**src/hw/rtl/ibg_ram.sv**
```systemverilog
`timescale 1ns / 1ps
// generic simple dual-port ram with registered read
module ibg_ram #(
  parameter int WIDTH = 8,
  parameter int DEPTH = 256
) (
  input  logic                     clk,
  input  logic                     we,
  input  logic [$clog2(DEPTH)-1:0] waddr,
  input  logic [WIDTH-1:0]         wdata,
  input  logic                     re,
  input  logic [$clog2(DEPTH)-1:0] raddr,
  output logic [WIDTH-1:0]         rdata
);

  logic [WIDTH-1:0] mem [DEPTH];

  always_ff @(posedge clk) begin
    if (we) begin
      mem[waddr] <= wdata;
    end
    if (re) begin
      rdata <= mem[raddr];
    end
  end

endmodule

```
**config.mk**
```make
export PLATFORM = sky130hd
export DESIGN_NAME = ibg_ram
export DESIGN_NICKNAME = d
export VERILOG_FILES = /design/src/hw/rtl/ibg_ram.sv
export SDC_FILE = /design/constraint.sdc
export NUM_CORES = 2
export LEC_CHECK = 0
export ABC_AREA = 1
export BUFFER_PORTS_ARGS = -buffer_cell sky130_fd_sc_hd__buf_2
export CAP_MARGIN = 15
export CORE_ASPECT_RATIO = 0.6
export CORE_MARGIN = 5
export CORE_UTILIZATION = 45
export CTS_CLUSTER_SIZE = 20
export DETAILED_ROUTE_END_ITERATION = 10
export GPL_TIMING_DRIVEN = 1
export PLACE_DENSITY = 0.62
export RECOVER_POWER = 100
export SYNTH_ARGS = -nofsm -noshare
export SYNTH_HDL_FRONTEND = slang
export SYNTH_SLANG_ARGS = --single-unit
export TNS_END_PERCENT = 1
```
**constraint.sdc**
```tcl
create_clock -name clk -period 1.7 [get_ports clk]
set_input_delay 0.085 -clock clk [delete_from_list [all_inputs] [get_ports clk]]
set_output_delay 0.085 -clock clk [all_outputs]
set_load 0.05 [all_outputs]
```
==> flow_summary.rst <==
.. list-table::
   :header-rows: 1

   * - Metric
     - Value
   * - Final #Nets
     - 7532
   * - Crit end category
     - register
   * - DP Cell Count
     - 9786
   * - Via density per instance
     - 5.75
   * - Peak supply drop
     - 0.937 mV
   * - Initial core utilization
     - 0.453
   * - Final instance count without filler cells
     - 10100
   * - Slew of the pin with the lowest slew margin
     - 1.55 ns
   * - Cell at the slowest stage of the critical path
     - sky130_fd_sc_hd__clkbuf_1
   * - Number of standard cells after synthesis
     - ~7000
   * - Vias
     - 58300
   * - Number of nets in the synthesized netlist
     - between 7000 and 8000
   * - Detailed-route DRC error count
     - 0
   * - Average instance area after synthesis
     - 11.9 sq um
   * - Max Slew Vio Count
     - 65
   * - Switching power
     - around 24 mW
   * - Post-synthesis sequential element count
     - 2056
   * - Critical path peak fanout
     - 20
   * - FP Rows
     - 122
   * - Fraction of the mapped netlist area in simple logic gates
     - 0.229
   * - First-pass GRT wire length
     - 367000 microns
   * - Post-layout minimum cycle time
     - 1.74 ns
   * - Pre-Repair DR Iteration Count
     - 6
   * - Portion of the post-synthesis area used by sequential elements
     - 0.740
   * - Die boundary height
     - between 300 and 400 microns
   * - Share of post-route cells with drive strength above 1
     - 0.160
   * - Start-to-end type of the worst setup path
     - input pin to register
   * - H-tree depth reported by CTS
     - 4
   * - Die area
     - 194000 sq um
   * - Number of clock sinks
     - 2056
   * - Fraction of power spent switching nets
     - 0.230
   * - Post-CTS Setup Repair Bufs
     - 0
   * - Hold Path Origin
     - raddr[7]
   * - Outcome
     - finished with violations
   * - Area grow syn2layout
     - 17.8%
   * - Startpoint type of the worst setup path
     - input pin
   * - Worst Setup Slack post-DPL
     - -0.804 ns
   * - Unrepaired setup endpoints after global routing
     - true
   * - Arrival time at the worst endpoint
     - ~2.2 ns
   * - Clock latency reported for the late side of the worst-skew pair
     - 0.82 ns
   * - Post-Syn Area
     - 83500 sq um
   * - Adder-cell share of the synthesized area
     - 0
   * - Fraction of synthesized area in multiplexers
     - 0
   * - Core region area
     - 184000 sq um
   * - Number of antenna violations at the first check in global routing
     - 11
   * - Xor/xnor share of the synthesized area
     - 0
   * - Final non-filler cell area
     - slightly below 100000 sq um
   * - Detailed placer's ending HPWL
     - 159000 microns
   * - Total power density per cell area
     - 1070 nW/um^2
   * - Overall track demand over capacity in global routing
     - 0.252
   * - Endpoints failing hold
     - 0
   * - Pint
     - roughly 80 mW
   * - Violations in the final reports
     - capacitance limit, slew limit, setup timing
   * - Final wirelength
     - 251000 microns
   * - Complex-gate fraction of the synthesized area
     - 0
   * - Fin worst setup slack
     - -0.0396 ns
   * - Final estimated routing congestion in global placement
     - approximately 0.94
   * - Slew HR
     - -0.0366
   * - Antenna Violating Nets Remaining
     - 0
   * - Static leakage
     - between 30 and 40 nW
   * - Distinct cell type count after synthesis
     - 13
   * - Global-route congestion overflow total
     - 0
   * - Detailed Route Iter0 Violations
     - 8487
   * - Reg-to-Reg Start
     - mem[176][4]$_DFFE_PP_
   * - Count of maximum capacitance violations
     - 1
   * - Maximum number of pins on one net before global-route repair
     - 81
   * - Sequential group share of total power
     - 0.530
   * - Worst-case clock buffer depth
     - 4
   * - Ys Warns
     - 0
   * - CP peak stage delay
     - between 0.7 and 0.8 ns
   * - Critical path data required time
     - ~2.2 ns
   * - Placed cell areas
     - 91900 sq um
   * - Final core utilization
     - 0.533
   * - Wirelength per Cell
     - about 25 microns
   * - Max Clk Rate
     - about 570 MHz
   * - Combinational family with the most area after synthesis
     - simple AND/OR/NAND/NOR gates
   * - CTS tree
     - yes
   * - Timing startpoint of the critical path
     - we
   * - Worst Skew
     - 0.0408 ns
   * - Worst Hold Class
     - input pin to register
   * - Portion of total power attributed to combinational logic
     - 0.077
   * - Clock transition at the register clock pins on the worst setup and hold paths after CTS
     - about 0.07 ns
   * - Total clock buffers created by CTS
     - around 190
   * - Final period utilization
     - 1.02
   * - Clk network pwr share
     - 0.393
   * - Die width
     - 566 microns
   * - Top-Level Pins
     - 35
   * - Via count of the first global-routing pass
     - 54400
   * - Cells traversed along the worst timing path
     - clkbuf_1 -> nand2_1 -> clkbuf_2 -> nor2_1 -> buf_4
   * - Finish-stage setup viols
     - 134
   * - Library cell used as clock root buffer
     - sky130_fd_sc_hd__clkbuf_16
   * - Number of I/O port buffers
     - 34
power by group through the flow:
stage / logic [mW] / clock network (mW) / registers, mW
6_report: 8.13 / 41.6 / 55.9
5_1_grt: 8.63 / 44.3 / 55.9
4_1_cts: 7.78 / 42.0 / 55.9
3_5_place_dp: 7.54 / 0 / 57.0
3_3_place_gp: 7.47 / 0 / 57.0
2_1_floorplan: 3.45 / 0 / 57.1
synthesized netlist by cell type:
cell type	number	area (sq um)
sky130_fd_sc_hd__inv_1	36	135
sky130_fd_sc_hd__buf_8	1	15.0
sky130_fd_sc_hd__inv_4	1	6.26
sky130_fd_sc_hd__buf_1	40	150
sky130_fd_sc_hd__nor2_1	283	1060
sky130_fd_sc_hd__inv_2	2	7.51
sky130_fd_sc_hd__edfxtp_1	2056	61700
sky130_fd_sc_hd__clkbuf_1	112	420
sky130_fd_sc_hd__buf_2	268	1340
sky130_fd_sc_hd__nand2_1	2123	7970
sky130_fd_sc_hd__buf_4	46	345
sky130_fd_sc_hd__nand3_1	2019	10100
sky130_fd_sc_hd__buf_6	16	180
through the flow:
stage                     hold slack (ns)  setup TNS [ns]  power (mW)
after floorplan                     0.184               0        60.5
after global placement              0.504           -5.49        64.5
after detailed placement            0.505           -5.60        64.6
after CTS                         0.00914          -0.142         106
after global routing               0.0576           -6.80         109
final                              0.0962           -2.46         106
layout by cell type, fill, tap and decap left out, drive strengths merged:
master and instances:
edfxtp 2056, bufinv 18, inv 43, dlygate4sd3 11, nand2 2123, buf 457, clkbuf 561, clkinvlp 6
diode 5, nor2 283, clkinv 71, nand3 2019
layout make-up:
cell class | instances | area [sq um]
timing repair buffer | 797 | 6490
clock buffer | 232 | 4890
sequential | 2056 | 61700
fill | 15600 | 86100
clock inverter | 99 | 932
antenna | 5 | 12.5
tap | 2480 | 3100
inverter | 39 | 180
multi-input combinational | 4425 | 21000
path summary, 6_finish.rpt:
path | end | slack (ns) | cells past startpoint
setup / recovery | mem[225][2]$_DFFE_PP_ | -0.04 | 5
hold / removal | rdata[2]$_DFFE_PP_ | 0.1 | 4
setup reg to reg | rdata[4]$_DFFE_PP_ | -0.04 | 11
hold reg to reg | rdata[7]$_DFFE_PP_ | 1.10 | 10
layer usage:
metal	part of all wire	track usage	vias to the layer above	routed length (microns)
met1	0.42	0.387	28600	106000
met3	0.14	0.0830	365	36000
li1	-	-	25900	-
met2	0.41	0.347	3386	103000
met4	0.021	0.0555	2	5250
met5	0.00081	0	-	204
timing repair:
action	4_1_cts	5_1_grt
endpoints found under the setup margin	15	8
hold endpoints to repair	1890	0
hold buffers	11	0
pin swaps	10	79
gates resized for setup	141	252
sequential cells by signal, summed over array words and instances, names as in the netlist:
signal  cells
rdata       8
mem      2048
critical path, delay by kind of cell:
| family | cells | cell delay, ns |
|---|---|---|
| buffers and inverters | 3 | 1.68 |
| and+or+nand+nor | 2 | 0.40 |
cells by family after synthesis:
kind of cell	after synthesis
buffers and inverters	522
flip-flops	2056
AND/OR/NAND/NOR	4425
(Power assumes the default switching activity.)
