**config.mk**
```make
export PLATFORM = sky130hd
export DESIGN_NAME = ibg_walk
export DESIGN_NICKNAME = d
export VERILOG_FILES = /design/src/hw/rtl/ibg_pkg.sv /design/src/hw/rtl/ibg_walk.sv
export SDC_FILE = /design/constraint.sdc
export NUM_CORES = 1
export LEC_CHECK = 0
export BUFFER_PORTS_ARGS = -buffer_cell sky130_fd_sc_hd__buf_2
export CAP_MARGIN = 10
export CORE_MARGIN = 4
export CORE_UTILIZATION = 57
export CTS_BUF_LIST = sky130_fd_sc_hd__clkbuf_2
export CTS_CLUSTER_SIZE = 40
export DETAILED_ROUTE_END_ITERATION = 10
export PLACE_DENSITY_LB_ADDON = 0.2
export SYNTH_ARGS = -nofsm -noshare
export SYNTH_HDL_FRONTEND = slang
export SYNTH_SLANG_ARGS = --single-unit
```
**constraint.sdc**
```tcl
create_clock -name clk -period 5.13 [get_ports clk]
set_input_delay 0.2565 -clock clk [delete_from_list [all_inputs] [get_ports clk]]
set_output_delay 0.2565 -clock clk [all_outputs]
set_load 0.005 [all_outputs]
```
**src/hw/rtl/ibg_pkg.sv**
```systemverilog
`timescale 1ns / 1ps
// shared types and constants of the indexed bitmap to grayscale block
package ibg_pkg;

  localparam int MAX_WIDTH     = 1024;
  localparam int MAX_HEIGHT    = 1024;
  localparam int PALETTE_DEPTH = 256;

  localparam int COLOR_W  = 8;
  localparam int INDEX_W  = 8;
  localparam int RGB_W    = 3 * COLOR_W;
  localparam int CNT_W    = 11;
  localparam int ADDR_W   = 20;
  localparam int WREG_W   = 11;
  localparam int HREG_W   = 12;
  localparam int WEIGHT_W = 16;
  localparam int PROD_W   = COLOR_W + WEIGHT_W;
  localparam int SUM_W    = PROD_W + 2;

  localparam int APB_ADDR_W = 3;
  localparam int APB_DATA_W = 32;

  // q16 luma weights
  localparam logic [WEIGHT_W-1:0] WEIGHT_R = 16'd19588;
  localparam logic [WEIGHT_W-1:0] WEIGHT_G = 16'd38470;
  localparam logic [WEIGHT_W-1:0] WEIGHT_B = 16'd7471;

  typedef enum logic [0:0] {
    OP_PALETTE = 1'b0,
    OP_PIXEL   = 1'b1
  } op_t;

  typedef enum logic [0:0] {
    REG_IMAGE_WIDTH  = 1'b0,
    REG_IMAGE_HEIGHT = 1'b1
  } reg_idx_t;

  // image geometry after clamping the raw registers
  typedef struct packed {
    logic [CNT_W-1:0] width;
    logic [CNT_W-1:0] width_last;
    logic [CNT_W-1:0] pad_last;
    logic [CNT_W-1:0] rows_last;
    logic             top_down;
  } geom_t;

  // position of one pixel on its way to the output
  typedef struct packed {
    logic [CNT_W-1:0] col;
    logic [CNT_W-1:0] disp_row;
    logic             last;
  } tag_t;

endpackage

```
**src/hw/rtl/ibg_walk.sv**
```systemverilog
`timescale 1ns / 1ps
// column and row counters over the stored byte stream
module ibg_walk (
  input  logic            clk,
  input  logic            rst,
  input  logic            restart,
  input  logic            step,
  input  ibg_pkg::geom_t  geom,
  output logic            emit,
  output ibg_pkg::tag_t   tag
);
  import ibg_pkg::*;

  logic [CNT_W-1:0] col;
  logic [CNT_W-1:0] row;
  logic [CNT_W-1:0] col_next;
  logic [CNT_W-1:0] row_next;

  always_comb begin
    col_next = col + CNT_W'(1);
    row_next = row;
    if (col >= geom.pad_last) begin
      col_next = '0;
      row_next = (row >= geom.rows_last) ? '0 : row + CNT_W'(1);
    end
  end

  always_ff @(posedge clk) begin
    if (rst || restart) begin
      col <= '0;
      row <= '0;
    end else if (step) begin
      col <= col_next;
      row <= row_next;
    end
  end

  // padding bytes fall outside the visible width
  assign emit         = (col <= geom.width_last) && (row <= geom.rows_last);
  assign tag.col      = col;
  assign tag.disp_row = geom.top_down ? row : (geom.rows_last - row);
  assign tag.last     = (col == geom.width_last) && (row == geom.rows_last);

endmodule

```
==> results of run 1 <==
-- through the flow --
step | hold WS [ps] | cell area, sq um | setup WS (ps)
3_3_place_gp | 517 | 2570 | 2330
4_1_cts | 276 | 2610 | 2120
2_1_floorplan | 482 | 2230 | 2830
5_1_grt | 252 | 2610 | 1870
6_report | 282 | 2610 | 2130
3_5_place_dp | 526 | 2570 | 2280
-- kinds of logic after synthesis --
kind of cell    share of synthesized area [%]
compound gates                           22.4
xor+xnor                                 6.67
fa+ha+maj                                20.5
buf+inv                                  8.41
flops                                    19.7
mux                                     0.953
simple gates                             21.3
-- synth_stat cells, types with 2 or more instances --
library cell / number
sky130_fd_sc_hd__o21ai_0: 17
sky130_fd_sc_hd__a22oi_1: 2
sky130_fd_sc_hd__nor3b_1: 2
sky130_fd_sc_hd__o21a_1: 4
sky130_fd_sc_hd__nand2_1: 21
sky130_fd_sc_hd__o22ai_1: 7
sky130_fd_sc_hd__a21o_1: 6
sky130_fd_sc_hd__a211oi_1: 2
sky130_fd_sc_hd__o211ai_2: 2
sky130_fd_sc_hd__xor2_1: 11
sky130_fd_sc_hd__dfxtp_1: 22
sky130_fd_sc_hd__nor3_1: 10
sky130_fd_sc_hd__ha_1: 35
sky130_fd_sc_hd__a31oi_1: 4
sky130_fd_sc_hd__inv_1: 42
sky130_fd_sc_hd__or2_2: 2
sky130_fd_sc_hd__xnor2_1: 6
sky130_fd_sc_hd__and3_1: 4
sky130_fd_sc_hd__nor2_1: 23
sky130_fd_sc_hd__nand4_1: 11
sky130_fd_sc_hd__a21oi_1: 18
sky130_fd_sc_hd__nand3_1: 8
sky130_fd_sc_hd__or3_1: 3
sky130_fd_sc_hd__nand2b_1: 2
sky130_fd_sc_hd__clkbuf_1: 5
sky130_fd_sc_hd__o31ai_1: 3
sky130_fd_sc_hd__nor2b_1: 3
-- per-layer routing --
metal	wire length, um	global-route usage, %
met3	280	3.55
met5	0	0
met1	2560	28.8
met4	35	4.59
met2	2430	37.4
-- flip-flops by register name (all words and copies together), names as in the netlist --
| register | flops |
|---|---|
| row | 11 |
| col | 11 |
-- worst paths after layout --
kind / slack, ps / startpoint / endpoint
worst max-delay path: 2130 / row[0]$_SDFFE_PP0P_ / tag[11]
worst min register to register: 550 / row[10]$_SDFFE_PP0P_ / row[10]$_SDFFE_PP0P_
worst min-delay path: 280 / step / col[0]$_SDFFE_PP0P_
worst max register to register: 2220 / row[7]$_SDFFE_PP0P_ / row[9]$_SDFFE_PP0P_
-- power by group through the flow --
stage               sequential (W)  combinational (W)  clock, W
finish                    0.000175           0.000100  0.000125
global route              0.000176           0.000114  0.000133
CTS                       0.000175           0.000100  0.000126
detailed placement        0.000178          0.0000993         0
global placement          0.000178          0.0000969         0
floorplan                 0.000178          0.0000641         0
-- cell type report --
type                       count  area share, %
clock inverter                 1           1.15
clock buffer                   3          0.575
timing repair buffer          61           11.7
inverter                      42           6.04
multi-input combinational    224           61.4
tap                           48           2.30
sequential                    22           16.9
-- tightest hold or removal path: cells and delay by family --
| family | cells | cell delay (ps) |
|---|---|---|
| buffers and inverters | 1 | 180 |
| XOR/XNOR | 1 | 130 |
| AND/OR/NAND/NOR | 1 | 40 |
==> impl.org, run 1 <==
** Outcome
- The flow ran to the end, and the final reports show no timing, DRC or antenna violations.

** Drt
- Summed over all layers, the routed wires come to 5.30 mm.
- In the final routed layout, each cell accounts on average for 13.2 um.
- The count of nets left with antenna violations once routing finished came out at 0.
- Count of unresolved DRC violations after routing :: 0
- Pre-Repair DR Iteration Count :: 4
- For this block, the initial DRC count from the detailed router was 128.
- Vias after detailed routing :: 2212
- In the routed layout, each cell is associated on average with a via count of 5.52.

** Yosys
- Number of enable-type register cells in the synthesized netlist :: 0
- By area the synthesized netlist is led by sky130_fd_sc_hd__dfxtp_1, sky130_fd_sc_hd__ha_1, sky130_fd_sc_hd__inv_1.
- Summed instance area of the synthesized netlist :: 0.00223 sq mm
- Among all flip-flop cells after synthesis, the most frequent one is sky130_fd_sc_hd__dfxtp_1.
- The average instance in the mapped netlist occupies 7.59 sq um.
- Cell count after synthesis :: 294
- Sequential elements use 19.7% of the synthesized area.
- The synthesized design spends more area on one cell type than any other, namely sky130_fd_sc_hd__dfxtp_1.
- After synthesis, the share of flip-flops with an asynchronous set or reset is 0%.
- Proportion of netlist area held by the largest area contributor :: 19.7%
- Synthesis produced a netlist with a net count of 379.
- For this run, the number of Yosys warnings is 0.
- #FFs+latches synth :: 22
- Synthesis instantiated 46 different standard cells from the library.

** Worst setup path
- Type of the setup path with the least slack :: register to output pin
- The worst register-to-register path has a depth of 8.
- Cells along the critical path :: ha_1 > inv_1 > fa_1 > a211o_1 > a21oi_1 > o211ai_1 > a31oi_1 > xor2_1 > o21ai_0 > buf_2
- The worst setup path is captured at an output pin.
- Startpoint type of the worst setup path :: register
- Max incr delay on CP :: 480 ps
- Among cell families on the critical path, the largest total delay comes from compound AO/OA/AOI/OAI gates.
- STA puts the critical path data required time at 4870 ps.
- The critical path contains buffers and inverters numbering 2 combined.
- Slowest stage cell on the critical path :: sky130_fd_sc_hd__dfxtp_1
- Arrival time worst endpoint :: 2750 ps
- Critical-path maximum fanout :: 6
- Critical path depth :: 10

** Floorplan
- The core region is 0.00372 sq mm.
- The die is 70.6 um wide.
- After floorplanning, the core was divided into 22 placement rows.
- Total Die Area :: 0.00498 sq mm
- Floorplan die height :: 70.6 um
- Initial core utilization :: 60.0%
- Number of ports placed on the die boundary :: 73

** GRT
- Entering global routing, the biggest net connects 22 pins.
- The number of global-route vias before repair was 2152.
- Number of antenna violations at the first check in global routing :: 0
- Overflow left after global routing :: 0
- Wire length of the first global-routing pass :: 9.18 mm
- Overall global routing resource usage :: 21.8%

** CTS
- Clock tree root driver cell :: sky130_fd_sc_hd__clkbuf_2
- At the later pin of the worst-skew pair, clock insertion delay measures 340 ps.
- Clock-pin slew was measured on the worst setup and hold paths at 220 ps.
- The number of hold buffers added after CTS was 0.
- In this run the number of H-tree levels came out at 1.
- Clock tree synthesis inserted a total of 3 buffers.
- TritonCTS built the clock tree.
- Number of gates given a new drive strength after cts :: 0
- Clock tree sinks :: 22
- Maximum buffer depth of the clock tree :: 2
- Number of buffers inserted to repair setup after CTS :: 0

** Power
- Net switching is 28.5% of the power.
- Net Sw Power :: 0.000114 W
- For this design the static power due to leakage is 1.25 nW.
- Cell Pwr Density :: 153 mW/mm^2
- Internal power comes to 0.000286 W.
- Sequential cells burn 43.8% of the power.
- Sum of internal, switching and leakage power :: 0.000400 W
- Max VDD drop :: 178 uV
- Clock Power Share :: 31.2%
- Combinational fraction of design power :: 25.0%

** Placement
- In this run the tool buffered the top-level ports with 61 buffer cells.
- DP Wirelength :: 4.33 mm
- Counting tap cells, the placed design contains a total of 397 instances.
- At the end of routability-driven placement, the weighted congestion stood at 0.835.

** Cells and area
- Most common library cell in the layout ignoring fill and taps :: sky130_fd_sc_hd__buf_2
- Measured on the finished design, the core utilization comes to 70.3%.
- Once layout is complete, the cells apart from fillers number 401.
- Share of post-route cells with drive strength above 1 :: 21.5%
- Signed area change from the synthesized netlist to the final layout :: 17.0%
- In the layout the commonest cells are sky130_fd_sc_hd__buf_2, sky130_fd_sc_hd__inv_1, sky130_fd_sc_hd__ha_1, sky130_fd_sc_hd__nor2_1, sky130_fd_sc_hd__dfxtp_1.
- The filler cells instantiated in the layout total 344.
- Antenna cells :: 0
- Total number of nets in the final design :: 439
- Summing all flip-flop and latch instances after layout gives 440 sq um.
- In the final layout, the multi-input gates occupy 0.00160 sq mm.

** Timing
- Largest clock skew in the final design :: 9.93 ps
- Max transition margin :: 34.3%
- The final hold violation count is 0.
- At the pin with the least slew margin, the transition time is 982 ps.
- Minimum clock period :: 3000 ps
- Dividing the final minimum period by the clock period gives 58.5%.
- The max-slew violation total from the final report came to 0.
- Setup violations remaining at the end of the flow were counted as 0.
- Post-route setup TNS :: 0 ps
- Highest Clock Rate :: 0.333 GHz
- Setup repair after global routing left no endpoint under its margin.

** Hold path
- Worst Hold Class :: input port to register
- Hold Path Stages :: 3

** Job
- Max-cap violations in this run came to 0.
Power figures use the tool's default switching activity.
==> run 2: changes to the inputs <==
- CORE_UTILIZATION: 57 -> 48
- clock period: 5.13 -> 2.5 ns (I/O delays scaled with it)
==> run 2 against run 1 <==
The run now ends with negative setup slack left; clock skew shrank 7.7 ps; non-clock buffer count rose by 17; final area is 6.8% higher; clock-buffer cell count unchanged; global-route usage fell by 2.3 points; critical path depth did not move.
==> impl.org, run 2 (synthesis gave the netlist of run 1 again) <==
** Outcome
- The run finished, with violations left.
- The final reports fail on negative setup slack.

** Power
- Leakage component of the power :: 1.34 nW
- Switching Share :: 33.1%
- Combinational logic is responsible for 30.8% of the overall power.
- Net Sw Power :: 0.000245 W
- Sum of internal, switching and leakage power :: 0.000739 W
- Dividing total power by cell area gives a power density of 265 mW/mm^2.
- In this run, the clock network consumes 21.3% of the power.
- Across the VDD grid, the largest voltage drop is 176 uV.
- Cell-internal power :: 0.000494 W
- Register share of total power :: 48.0%

** Placement
- Including well taps, the total number of placed cells is 415.
- Detailed placement finished with a half-perimeter wire length of 4.57 mm.
- OpenSTA, run right after detailed placement, puts the worst setup slack at 106 ps.
- Routability cong. :: 0.905
- During placement, the flow inserted port buffers numbering 61.

** CTS
- For this design, the sink count on the clock tree is 22.
- CTS built an H-tree with a depth of 1.
- CTS placed an instance of sky130_fd_sc_hd__clkbuf_2 at the clock tree root.
- Maximum buffer depth of the clock tree :: 2
- After clock tree synthesis, the flow added hold-fix buffers numbering 0.
- After clock tree synthesis, the clock-pin slew on the worst setup and hold paths is 230 ps.
- Clock Latency Late Sink :: 350 ps
- Clock tree from TritonCTS :: built
- Clock buffers created by TritonCTS :: 3

** Job
- Max_cap viols :: 0

** Timing
- At the pin with the least slew margin, the transition time is 417 ps.
- Final worst path period share :: 104%
- Worst hold slack :: 143 ps
- The max-slew violation total from the final report was 0.
- In this run the tightest slew margin relative to its limit is 72.1%.
- Worst path setup slack after routing :: -106 ps
- Subtracting the final worst setup slack from the clock period gives 2610 ps.
- Derived from the worst setup path, the maximum achievable clock frequency is 0.384 GHz.
- Largest clock skew in the final design :: 2.22 ps
- RSZ-0062 raised after global routing :: yes
- The final hold violation count was 0.
- Final setup fails :: 2

** Worst setup path
- The critical path ends at tag[11].
- STA classifies the critical path startpoint as a register.
- Source of the critical timing path :: row[0]$_SDFFE_PP0P_
- In this run the register-to-register setup slack is 100 ps.
- Slowest stage cell on the critical path :: sky130_fd_sc_hd__dfxtp_2
- Cells along the critical path :: ha_4 > inv_2 > fa_2 > a211o_1 > a21oi_2 > o211ai_1 > a31oi_1 > xor2_1 > o21ai_1 > buf_2
- In this run the critical register-to-register path is captured at row[0]$_SDFFE_PP0P_.
- Worst flop-to-flop path startpoint :: row[6]$_SDFFE_PP0P_
- STA puts the critical path data required time at 2380 ps.
- The number of cells on the worst reg-to-reg path is 9.
- Type of the setup path with the least slack :: register to output pin
- The worst setup path is captured at an output pin.
- At the worst endpoint, the arrival time is 2480 ps.
- Along the worst path, the maximum fanout reaches 3.
- Max incr delay on CP :: 400 ps

** GRT
- Entering global routing, the biggest net connects 22 pins.
- Overall global routing resource usage :: 19.5%
- Number of antenna violations at the first check in global routing :: 0
- The number of global-route vias before repair is 2233.
- Summed over all layers, the global routing overflow is 0.
- The first global-routing pass estimated 9.73 mm of wire.

** Drt
- Violation count after the first detailed-route iteration :: 81
- Routed WL per cell :: 13.4 um
- After detailed routing, the total wire length is 5.66 mm.
- Post-DR vias/cell :: 5.48
- Pre-Repair DR Iteration Count :: 4
- Number of nets with antenna violations after detailed routing :: 0
- In the routed design, unresolved DRC markers number 0.
- The routed layout has 2311 vias.

** Floorplan
- The die covers 0.00580 sq mm.
- Initial core utilization :: 50.5%
- Width of the die :: 76.2 um
- Placement row count :: 24
- Floorplan Core Area :: 0.00441 sq mm
- Floorplan die height :: 76.2 um
- Number of ports placed on the die boundary :: 73

** Cells and area
- Cells with a size suffix above 1 make up 29.2% of the layout.
- Fin cells :: 422
- Commonest non-fill, non-tap cells in the layout :: sky130_fd_sc_hd__buf_2, sky130_fd_sc_hd__inv_1, sky130_fd_sc_hd__ha_1, sky130_fd_sc_hd__nor2_1, sky130_fd_sc_hd__nand2_1
- Number of inserted filler cells in the final layout :: 412
- At the end of the flow, the number of nets in the layout was 456.
- From synthesis to final layout, the design area changed by 25.0%.
- Measured on the finished design, the core utilization comes to 63.2%.
- Most common library cell in the layout ignoring fill and taps :: sky130_fd_sc_hd__buf_2
- The number of antenna diodes in the final layout is 0.
- Regs by FF count :: col (11), row (11)

** Hold path
- The tightest min-delay check is of the input port to register type.
- Hold Path Stages :: 3
[run 2: changes by cell type in the layout (fill, tap and decap cells not counted), sizes merged]
cell | before | now
buf | 61 | 78
bufinv | 1 | 0
clkinv | 0 | 1
[run 2: power groups by stage]
stage	Combinational [W]	Sequential, W	Clock [W]
detailed placement	0.000218	0.000361	0
floorplan	0.000131	0.000364	0
global placement	0.000215	0.000361	0
finish	0.000228	0.000355	0.000157
CTS	0.000225	0.000355	0.000162
global route	0.000257	0.000355	0.000172
[run 2: worst min-delay path by stage]
stage | startpoint | endpoint
6_report | step | col[0]$_SDFFE_PP0P_
5_1_grt | step | col[0]$_SDFFE_PP0P_
4_1_cts | step | col[0]$_SDFFE_PP0P_
3_5_place_dp | step | col[0]$_SDFFE_PP0P_
3_3_place_gp | step | col[0]$_SDFFE_PP0P_
2_1_floorplan | rst | row[9]$_SDFFE_PP0P_
[run 2: routing by layer]
layer  part of all wire, %  global-route usage, %  wire [um]  vias to the layer above
met5                     0                      0          0                        -
met4                   1.0                   5.07         58                        0
met3                   5.4                   3.19        307                        5
met2                    49                   34.8       2750                       66
met1                    45                   24.0       2550                     1046
li1                      -                      -          -                     1194
[run 2: area by class of cell]
class	instances	area [sq um]	area share, %
flip-flops and latches	22	447	16.0
well taps	52	65.1	2.33
multi-input cells	224	1660	59.7
clock inverters	1	3.75	0.135
repair buffers	78	437	15.7
inverters	42	158	5.65
clock buffers	3	15.0	0.538
[run 2: timing repair]
action	4_1_cts	5_1_grt
setup endpoints to repair	6	13
gates resized for setup	16	8
gates cloned	0	0
pin swaps	10	12
buffers inserted	3	0
[run 2: worst max-delay path, delay by kind of cell (launching register included)]
kind	cells	cell delay [ps]
XOR/XNOR	1	190
adder cells (fa/ha/maj)	2	470
flip-flops	1	400
AO/OA/AOI/OAI	5	890
buffers and inverters	2	160
[run 2: metrics by stage]
step                instance area (sq um)  setup TNS, ps
floorplan                            2230              0
global placement                     2680              0
detailed placement                   2680              0
CTS                                  2760           -265
global route                         2790           -742
finish                               2790           -162
