### src/hw/rtl/ibg_pkg.sv
`timescale 1ns / 1ps
// shared types and constants of the indexed bitmap to grayscale block
package ibg_pkg;

  localparam int MAX_WIDTH     = 1024;
  localparam int MAX_HEIGHT    = 1024;
  localparam int PALETTE_DEPTH = 256;

  localparam int COLOR_W  = 8;
  localparam int INDEX_W  = 8;
  localparam int RGB_W    = 3 * COLOR_W;
  localparam int CNT_W    = 11;
  localparam int ADDR_W   = 20;
  localparam int WREG_W   = 11;
  localparam int HREG_W   = 12;
  localparam int WEIGHT_W = 16;
  localparam int PROD_W   = COLOR_W + WEIGHT_W;
  localparam int SUM_W    = PROD_W + 2;

  localparam int APB_ADDR_W = 3;
  localparam int APB_DATA_W = 32;

  // q16 luma weights
  localparam logic [WEIGHT_W-1:0] WEIGHT_R = 16'd19588;
  localparam logic [WEIGHT_W-1:0] WEIGHT_G = 16'd38470;
  localparam logic [WEIGHT_W-1:0] WEIGHT_B = 16'd7471;

  typedef enum logic [0:0] {
    OP_PALETTE = 1'b0,
    OP_PIXEL   = 1'b1
  } op_t;

  typedef enum logic [0:0] {
    REG_IMAGE_WIDTH  = 1'b0,
    REG_IMAGE_HEIGHT = 1'b1
  } reg_idx_t;

  // image geometry after clamping the raw registers
  typedef struct packed {
    logic [CNT_W-1:0] width;
    logic [CNT_W-1:0] width_last;
    logic [CNT_W-1:0] pad_last;
    logic [CNT_W-1:0] rows_last;
    logic             top_down;
  } geom_t;

  // position of one pixel on its way to the output
  typedef struct packed {
    logic [CNT_W-1:0] col;
    logic [CNT_W-1:0] disp_row;
    logic             last;
  } tag_t;

endpackage

### src/hw/rtl/ibg_luma.sv
`timescale 1ns / 1ps
// two-stage weighted sum of the palette color
module ibg_luma (
  input  logic                          clk,
  input  logic                          en_mul,
  input  logic                          en_sum,
  input  logic [ibg_pkg::RGB_W-1:0]     rgb,
  output logic [ibg_pkg::COLOR_W-1:0]   gray
);
  import ibg_pkg::*;

  logic [PROD_W-1:0] prod_r;
  logic [PROD_W-1:0] prod_g;
  logic [PROD_W-1:0] prod_b;
  logic [SUM_W-1:0]  sum;

  always_ff @(posedge clk) begin
    if (en_mul) begin
      prod_r <= rgb[RGB_W-1 -: COLOR_W] * WEIGHT_R;
      prod_g <= rgb[COLOR_W +: COLOR_W] * WEIGHT_G;
      prod_b <= rgb[COLOR_W-1:0] * WEIGHT_B;
    end
  end

  assign sum = SUM_W'(prod_r) + SUM_W'(prod_g) + SUM_W'(prod_b);

  // drop the sixteen fraction bits
  always_ff @(posedge clk) begin
    if (en_sum) begin
      gray <= sum[WEIGHT_W +: COLOR_W];
    end
  end

endmodule

### config.mk
export PLATFORM = sky130hd
export DESIGN_NAME = ibg_luma
export DESIGN_NICKNAME = d
export VERILOG_FILES = /design/src/hw/rtl/ibg_pkg.sv /design/src/hw/rtl/ibg_luma.sv
export SDC_FILE = /design/constraint.sdc
export NUM_CORES = 1
export LEC_CHECK = 0
export BUFFER_PORTS_ARGS = -buffer_cell sky130_fd_sc_hd__buf_2
export CAP_MARGIN = 40
export CORE_MARGIN = 1.5
export CORE_UTILIZATION = 58
export DETAILED_ROUTE_END_ITERATION = 10
export PLACE_DENSITY_LB_ADDON = 0.1
export REMOVE_ABC_BUFFERS = 1
export SYNTH_ARGS = -nofsm -noshare
export SYNTH_HDL_FRONTEND = slang
export SYNTH_SLANG_ARGS = --single-unit
### constraint.sdc
create_clock -name clk -period 4.35 [get_ports clk]
set_clock_uncertainty 0.05 [all_clocks]
set_input_delay 0.2175 -clock clk [delete_from_list [all_inputs] [get_ports clk]]
set_output_delay 0.2175 -clock clk [all_outputs]
set_load 0.1 [all_outputs]
==> impl_results.md, run 1 <==
* Delay of the slowest cell on the worst path at 540 ps
* Worst IR Drop VDD at 0.398 mV
* Initial DRC count at 189
* YS warnings at 0
* Clk buf depth at 2
* Clock sinks at 72
* Share of layout cells above drive strength 1 at 0.109
* CP Launch Type: input port
* Initial antenna violation count at 0
* Status: complete, no violations
* WP data required at 4380 ps
* CTS tree: done
* Pwr dens at 645 nW/µm²
* Relative slew slack at 0.472
* FF-to-FF setup slack at 770 ps
* Post-Syn Instances at 707
* Crit-path cells: buf_2 -> fa_1 -> fa_1 -> fa_1 -> inv_1 -> fa_1 -> inv_1 -> ha_1 -> o21a_1 -> o21a_1 -> a311o_1 -> nand2_1 -> o211ai_1 -> a21oi_1 -> xnor2_1
* Avg Cell Area, Syn at 11.3 µm²
* CTS Buf Count at 9
* Cell Count Post-Placement at 939
* Hold violation count in the final report at 0
* Post-synthesis sequential area ratio at 0.271
* Post-synth EDFFs at 72
* I/O pin cnt at 35
* Initial Util at 0.599
* Via density at 5.47
* Final Slew Violations at 0
* Final std cells w/o fill at 955
* Max_cap viols at 0
* Min cycle time layout at 4060 ps
* FFs w/ async S/R, synth at 0
* Main combinational cell family by area after synthesis: adder cells
* Area growth from synthesis to layout at 10.4%
* CP max stage cell: fa_1
* Nets at 1,054
* CP bufs+invs at 3
* H-tree depth at 3
* Post-synth cell types at 50
* Site Rows at 42
* XOR/XNOR share of the synthesized area at 0.0548
* Overflow after GRT at 0
* Final setup vio count at 0
* Area of placed instances at 8550 µm²
* DRT antenna net count at 0
* Vias in the first global route at 5,470
* Full die area at 14,500 µm²
* Root buf cell: clkbuf_16
* Clk_lat worst skew at 330 ps
* Top FF cell, synth: edfxtp_1
* Portion of netlist area occupied by mux cells at 0
* Post-CTS Hold Buffers at 0
* Delay-heaviest family, CP: adder cells
* Die H at 120 µm
* Die width at 120 µm
* Core area at 13,300 µm²
* Crit-path most repeated cell: fa_1
* Worst Path Max Fanout at 3
* Largest net degree at the start of global routing at 36
* Cell area after synthesis at 7990 µm²
* Post-route DRC at 0
* Hold Crit Class: in2reg
* Vias at 5,225
* Leakage at 4.28 nW
* RSZ-0062 raised after global routing: no
* Finished Cell Area at 8820 µm²
* Period utilisation layout at 0.934
* Placer Congestion at 0.935
* Final total power at 5.69 mW
* Wire per inst at 16.0 µm
* Setup Buffers After CTS at 0
* Clk slew on worst S/H paths at 60 ps
* Post-synthesis register bit count at 72
* First-pass GRT wire length at 25,400 µm
* First drt pass iteration count at 4
* Worst Tran Pin Value at 793 ps
* Simple-gate area share of the yosys netlist at 0.0617
* Synth Area in Compound Gates at 0.0880
* GRT Total Usage at 0.228
* Port Buf Inserts at 34
* Post-synthesis adder-cell area fraction at 0.466
* Max Fclk at 0.246 GHz
* Critical path endpoint category: flip-flop
* Hpwl dp at 13,200 µm
* Worst Path Arrival at 4100 ps
* Post_cts resized at 0
* Critical Setup Path Class: in2reg
* Total wire length at 15,300 µm
* N_diodes at 0
==> per-layer routing <==
layer / up-vias / wire, µm / global-route usage
li1: 2594 / - / -
met1: 2522 / 6570 / 0.272
met2: 88 / 7870 / 0.418
met3: 21 / 359 / 0.0283
met4: 0 / 458 / 0.0882
met5: - / 0 / 0
==> power breakdown <==
part | internal [mW] | switching (mW) | leakage, nW
registers | 1.23 | 0.141 | 0.704
clock network | 0.384 | 0.285 | 0.123
logic | 1.57 | 2.08 | 3.45
total | 3.18 | 2.51 | 4.28
==> final cells by class <==
class / instances / area (µm²)
Multi-Input combinational cell: 509 / 5360
Fill cell: 1073 / 4530
Sequential cell: 72 / 2160
Inverter: 126 / 473
Timing Repair Buffer: 56 / 335
Clock buffer: 9 / 225
Tap cell: 176 / 220
Clock inverter: 7 / 47.5
==> registers in the layout, summed over array words and instances, names as in the netlist <==
signal  count
gray        8
prod_b     20
prod_g     23
prod_r     21
==> cell usage after synthesis, drive strengths merged, types with 3 or more instances <==
cell type / count / area (µm²)
a21oi: 31 / 159
a211oi: 5 / 37.5
o211ai: 4 / 30.0
and3: 5 / 32.5
xnor2: 41 / 359
a21o: 5 / 38.8
fa: 74 / 1480
and4: 4 / 35.0
o21bai: 6 / 45.0
o21ai: 20 / 100
a2111oi: 3 / 32.5
o21a: 5 / 37.5
ha: 179 / 2240
inv: 126 / 473
and2: 4 / 25.0
xor2: 9 / 78.8
nor2: 39 / 146
nor3: 13 / 65.1
or3: 4 / 25.0
edfxtp: 72 / 2160
nand2: 16 / 60.1
nand3: 10 / 50.1
a31o: 5 / 43.8
a31oi: 4 / 31.3
==> metrics by stage <==
step | hold slack (ps) | utilization | setup TNS, ps | worst slack, ps
floorplan | 266 | - | 0 | 197
global placement | 443 | 0.640 | -80.0 | -33.1
detailed placement | 453 | 0.640 | -208 | -61.9
CTS | 115 | 0.661 | 0 | 283
global route | 120 | 0.661 | 0 | 135
finish | 118 | 0.661 | 0 | 287
==> final timing paths <==
path | startpoint | endpoint | cells after the start
min | rgb[8] | prod_g[1] | 1
max | rgb[5] | prod_b[18] | 15
max reg2reg | prod_r[3] | gray[7] | 11
min reg2reg | prod_g[23] | gray[7] | 2
==> logic make-up after synthesis <==
family	Yosys count
fa+ha+maj	253
buf+inv	126
compound gates	103
simple gates	103
flops	72
xor+xnor	50
==> cells in the final DEF, fill, tap and decap left out, types with 3 or more instances in the layout <==
cell type and n:
ha_1 179, inv_1 126, fa_1 74, edfxtp_1 72, xnor2_1 41, nor2_1 39, buf_2 34, a21oi_1 30
buf_4 22, o21ai_0 18, nand2_1 16, nor3_1 13, nand3_1 10, xor2_1 9, clkbuf_16 9, o21bai_1 6
o21a_1 5, a211oi_1 5, a21o_1 4, and4_1 4, or3_1 4, and2_1 4, a31o_2 4, o211ai_1 4
and3_1 4, a31oi_1 3, clkinvlp_4 3
No activity file was read; power rests on OpenSTA's default activity.
==> run 2, diff against run 1 <==
--- a/config.mk
+++ b/config.mk
@@ -7,8 +7,9 @@
 export LEC_CHECK = 0
 export BUFFER_PORTS_ARGS = -buffer_cell sky130_fd_sc_hd__buf_2
 export CAP_MARGIN = 40
-export CORE_MARGIN = 1.5
-export CORE_UTILIZATION = 58
+export CELL_PAD_IN_SITES_DETAIL_PLACEMENT = 0
+export CELL_PAD_IN_SITES_GLOBAL_PLACEMENT = 1
+export CORE_UTILIZATION = 47
 export DETAILED_ROUTE_END_ITERATION = 10
 export PLACE_DENSITY_LB_ADDON = 0.1
 export REMOVE_ABC_BUFFERS = 1
==> impl_results.md, run 2 (synthesis results as in run 1) <==
* Status: complete, no violations
* Largest net degree at the start of global routing at 26 (-28%)
* Total wire length at 15,800 µm (+3.9%)
* Max_cap viols at 0 (unchanged)
* Filler instances at 1,484 (+38%)
* Initial DRC count at 230 (+22%)
* RR Startpoint: prod_r[4]
* Internal Power at 3.30 mW (+3.8%)
* Delay-heaviest family, CP: adder cells
* CP bufs+invs at 3 (unchanged)
* Relative slew slack at 0.579 (+0.107)
* Fin Setup TNS at 0 ps (unchanged)
* Die H at 132 µm (+10%)
* RSZ-0062 raised after global routing: no
* Final setup vio count at 0 (unchanged)
* Worst Path Arrival at 4160 ps (+60 ps)
* Max reg flops at 23 (unchanged)
* Port Buf Inserts at 34 (unchanged)
* Leakage at 4.33 nW (+1.3%)
* Wire per inst at 15.8 µm (-1.1%)
* Psw at 2.49 mW (-0.81%)
* Min cycle time layout at 4130 ps (+63.0 ps)
* Initial antenna violation count at 0 (unchanged)
* Placer Congestion at 0.871 (-6.8%)
* Full die area at 17,500 µm² (+21%)
* Area growth from synthesis to layout at 12.2%
* Initial Util at 0.482 (-0.117)
* Comb pwr share at 0.626 (-0.015)
* Crit-path cells: buf_2 -> fa_1 -> fa_1 -> fa_1 -> inv_1 -> fa_1 -> inv_1 -> ha_1 -> o21a_1 -> o21a_1 -> a311o_1 -> nand2_1 -> o211ai_1 -> a21oi_1 -> xnor2_1
* Die width at 132 µm (+10%)
* Clock sinks at 72 (unchanged)
* Vias in the first global route at 5,555 (+1.6%)
* Delay of the slowest cell on the worst path at 550 ps (about the same)
* Area of the multi-input gates at 5360 µm² (unchanged)
* Post_cts resized at 0 (unchanged)
* Commonest non-fill, non-tap cell in the layout: ha_1
* Setup Buffers After CTS at 0 (unchanged)
* Post-route DRC at 0 (unchanged)
* Period utilisation layout at 0.949 (+0.0145)
* Largest registers: prod_g x23, prod_r x21, prod_b x20
* Root buf cell: clkbuf_16
* CP max stage cell: fa_1
* Post-CTS Hold Buffers at 0 (unchanged)
* Final std cells w/o fill at 1,003 (+5.0%)
* Final Slew Violations at 0 (unchanged)
* First drt pass iteration count at 6 (+2)
* Worst IR Drop VDD at 0.720 mV (+81%)
* Core area at 16,600 µm² (+24%)
* Clk slew on worst S/H paths at 60 ps (about the same)
* Vias at 5,184 (-0.78%)
* CTS Buf Count at 9 (unchanged)
* Sequential Area at 2160 µm² (unchanged)
* Share of layout cells above drive strength 1 at 0.115 (+0.00583)
* Final total power at 5.79 mW (+1.8%)
* N_diodes at 0 (unchanged)
* Clk buf depth at 2 (unchanged)
* Pre-CTS setup slack at -148 ps (-86.1 ps)
* CP Launch Type: input port
* Nets at 1,058 (+0.38%)
* Critical Setup Path Class: in2reg
* Worst Path Max Fanout at 3 (unchanged)
* Hpwl dp at 13,800 µm (+5.1%)
* Max Fclk at 0.242 GHz (-1.5%)
* Most frequent cells in the layout: 179 x ha_1, 126 x inv_1, 74 x fa_1
* Worst Tran Pin Value at 615 ps (-177 ps)
* H-tree depth at 3 (unchanged)
* Pwr dens at 646 nW/µm² (+0.15%)
* Hold Crit Class: in2reg
* Slack of the critical path at 224 ps (-63.0 ps)
* Overflow after GRT at 0 (unchanged)
* Clk_lat worst skew at 340 ps (about the same)
* CTS tree: done
* I/O pin cnt at 35 (unchanged)
* Worst Min Path Start: rgb[17]
* DRT antenna net count at 0 (unchanged)
* WP data required at 4390 ps (about the same)
* First-pass GRT wire length at 27,000 µm (+6.1%)
* Sequential power share at 0.237 (-0.004)
* Sw frac at 0.429 (-0.0112)
* Final core occ at 0.540 (-0.120)
* Via density at 5.17 (-5.5%)
* Crit-path most repeated cell: fa_1
* Clk pwr share at 0.138 (+0.020)
* Hold violation count in the final report at 0 (unchanged)
* Critical path endpoint category: flip-flop
* Site Rows at 47 (+12%)
* Top register by number of flip-flops: prod_g
* CP startpoint: rgb[5]
* GRT Total Usage at 0.199 (-0.0286)
* Cell Count Post-Placement at 987 (+5.1%)
## run 2: cell types whose count changed in the layout (fill, tap and decap cells not counted)
cell / before / now
buf_4: 22 / 25
bufinv_16: 0 / 2
clkinvlp_4: 3 / 1
buf_12: 0 / 1
clkinv_1: 2 / 1
clkinv_2: 0 / 1
clkinv_4: 1 / 0
inv_6: 1 / 2
## run 2: final cells by class
cell class,count,area share
Inverter,126,0.0528
Multi-Input combinational cell,509,0.598
Tap cell,220,0.0307
Clock buffer,9,0.0251
Sequential cell,72,0.241
Timing Repair Buffer,60,0.0422
Clock inverter,7,0.0105
## run 2: power groups by stage
stage	clock network (mW)	logic [mW]	registers, mW
3_3_place_gp	0	3.58	1.39
5_1_grt	0.838	4.15	1.40
2_1_floorplan	0	2.47	1.62
6_report	0.797	3.62	1.37
4_1_cts	0.807	3.70	1.38
3_5_place_dp	0	3.66	1.39
## run 2: routing by layer
metal,vias up,share of wire,global-route usage
li1,2608,-,-
met1,2501,0.44,0.242
met2,56,0.52,0.368
met3,19,0.024,0.0211
met4,0,0.020,0.0645
met5,-,0,0
## run 2: per-stage QoR
step / area [µm²] / hold slack, ps
6_report: 8960 / 117
5_1_grt: 8960 / 121
4_1_cts: 8960 / 108
3_5_place_dp: 8640 / 459
3_3_place_gp: 8620 / 453
2_1_floorplan: 7990 / 266
## run 2: worst paths after layout
path | end | slack (ps) | cells past startpoint
min | prod_r[3] | 120 | 1
min reg2reg | gray[7] | 640 | 2
max reg2reg | gray[7] | 840 | 11
max | prod_b[18] | 220 | 15
==> run 3, diff against run 2 <==
--- a/config.mk
+++ b/config.mk
@@ -9,6 +9,7 @@
 export CAP_MARGIN = 40
 export CELL_PAD_IN_SITES_DETAIL_PLACEMENT = 0
 export CELL_PAD_IN_SITES_GLOBAL_PLACEMENT = 1
+export CORE_MARGIN = 8
 export CORE_UTILIZATION = 47
 export DETAILED_ROUTE_END_ITERATION = 10
 export PLACE_DENSITY_LB_ADDON = 0.1
==> impl_results.md, run 3 (synthesis results as in run 1) <==
* Nets at 1,058 (unchanged)
* Clock sinks at 72 (unchanged)
* Via density at 5.19 (+0.41%)
* First-pass GRT wire length at 26,800 µm (-0.66%)
* Die H at 146 µm (+11%)
* Setup Buffers After CTS at 0 (unchanged)
* Clk buf depth at 2 (unchanged)
* Hold Crit Class: in2reg
* Most frequent cells in the layout: 179 x ha_1, 126 x inv_1, 74 x fa_1
* GRT Total Usage at 0.156 (-0.0429)
* Leakage at 4.32 nW (-0.21%)
* CTS Buf Count at 9 (unchanged)
* Final setup vio count at 0 (unchanged)
* Worst IR Drop VDD at 0.562 mV (-22%)
* Total wire length at 15,900 µm (+0.25%)
* Core area at 16,600 µm² (unchanged)
* Met1 global-route usage at 0.185 (-0.0566)
* Met2 Use GR at 0.286 (-0.0815)
* Pwr dens at 645 nW/µm² (-0.11%)
* Critical Setup Path Class: in2reg
* WP data required at 4380 ps (about the same)
* Largest registers: prod_g x23, prod_r x21, prod_b x20
* Initial DRC count at 189 (-18%)
* I/O pin cnt at 35 (unchanged)
* Clk_lat worst skew at 330 ps (about the same)
* Finished Cell Area at 8940 µm² (-0.25%)
* Internal Power at 3.25 mW (-1.6%)
* Status: complete, no violations
* Largest net degree at the start of global routing at 40 (+54%)
* Post-route DRC at 0 (unchanged)
* Worst Path Arrival at 4120 ps (-40 ps)
* Worst Path Max Fanout at 3 (unchanged)
* Initial antenna violation count at 0 (unchanged)
* Period utilisation layout at 0.941 (-0.00709)
* Wire per inst at 15.8 µm (+0.25%)
* Site Rows at 47 (unchanged)
* Area of placed instances at 8640 µm² (unchanged)
* Final core occ at 0.539 (-0.00136)
* CP Launch Type: input port
* Vias in the first global route at 5,503 (-0.94%)
* Critical path endpoint category: flip-flop
* Initial Util at 0.482 (unchanged)
* Clk pwr share at 0.127 (-0.011)
* Placer Congestion at 0.874 (+0.36%)
* Post_cts resized at 0 (unchanged)
* Area growth from synthesis to layout at 11.9%
* Busiest grt layer: met2
* Overflow after GRT at 0 (unchanged)
* First drt pass iteration count at 4 (-2)
* Full die area at 21,400 µm² (+22%)
* N_diodes at 0 (unchanged)
* Max Fclk at 0.244 GHz (+0.75%)
* Worst Tran Pin Value at 744 ps (+129 ps)
* RSZ-0062 raised after global routing: no
* Hold violation count in the final report at 0 (unchanged)
* Hpwl dp at 13,900 µm (+0.20%)
* CTS tree: done
* Sequential power share at 0.238 (about the same)
* Port Buf Inserts at 34 (unchanged)
* Grt met3 use at 0.0229 (+0.00172)
* Filler instances at 1,483 (-0.067%)
* Share of layout cells above drive strength 1 at 0.115 (unchanged)
* Sw frac at 0.437 (+0.00734)
* Vias at 5,205 (+0.41%)
* Commonest non-fill, non-tap cell in the layout: ha_1
* Comb pwr share at 0.635 (+0.009)
* Final Slew Violations at 0 (unchanged)
* Relative slew slack at 0.491 (-0.0882)
* Post-CTS Hold Buffers at 0 (unchanged)
* DRT antenna net count at 0 (unchanged)
* Clk slew on worst S/H paths at 60 ps (about the same)
* Min cycle time layout at 4100 ps (-30.8 ps)
* Psw at 2.52 mW (+1.3%)
* Max_cap viols at 0 (unchanged)
* Top register by number of flip-flops: prod_g
* H-tree depth at 3 (unchanged)
* Max reg flops at 23 (unchanged)
* Root buf cell: clkbuf_16
* Die width at 146 µm (+11%)
## run 3: changes by cell type in the layout (fill, tap and decap cells not counted)
cell and delta:
bufinv_16 -1, clkinv_2 +1, clkinv_4 +1, inv_6 -2, inv_8 +1
## run 3: path summary, 6_finish.rpt
| check | start | endpoint | slack [ps] | depth (start not counted) |
|---|---|---|---|---|
| max | rgb[5] | prod_b[18] | 250 | 15 |
| min | en_mul | prod_r[3] | 110 | 1 |
| max reg2reg | prod_r[7] | gray[7] | 730 | 11 |
| min reg2reg | prod_g[23] | gray[7] | 680 | 2 |
## run 3: cell type report
type                    count  area (µm²)  share of cell area
multi-input cells         509        5360               0.599
flip-flops and latches     72        2160               0.242
inverters                 126         473              0.0529
repair buffers             60         378              0.0423
well taps                 220         275              0.0308
clock buffers               9         225              0.0252
clock inverters             7        71.3             0.00798
## run 3: critical path, stage by stage
cell and delay [ps]:
buf_2 120, fa_1 540, fa_1 520, fa_1 550
inv_1 60, fa_1 530, inv_1 40, ha_1 310
o21a_1 170, o21a_1 180, a311o_1 340, nand2_1 130
o211ai_1 110, a21oi_1 200, xnor2_1 100
## run 3: through the flow
step	worst slack (ps)	cells	TNS, ps	hold WS (ps)	power (mW)
6_report	255	1003	0	109	5.77
5_1_grt	47.6	1003	0	105	6.37
4_1_cts	227	1003	0	98.6	5.86
3_5_place_dp	-120	987	-339	448	5.07
3_3_place_gp	-53.2	986	-172	443	4.97
2_1_floorplan	197	707	0	266	4.09
## run 3: power groups by stage
stage | combinational [mW] | clock (mW) | sequential (mW)
6_report | 3.66 | 0.734 | 1.37
4_1_cts | 3.72 | 0.751 | 1.38
5_1_grt | 4.18 | 0.783 | 1.41
3_3_place_gp | 3.58 | 0 | 1.39
3_5_place_dp | 3.67 | 0 | 1.39
2_1_floorplan | 2.47 | 0 | 1.62
## run 3: metal layers
metal  vias up  share of wire  routed length, µm
met5         -              0                  0
met4         0          0.020                310
met3        17          0.028                440
met2        87           0.52               8240
met1      2489           0.43               6900
li1       2612              -                  -
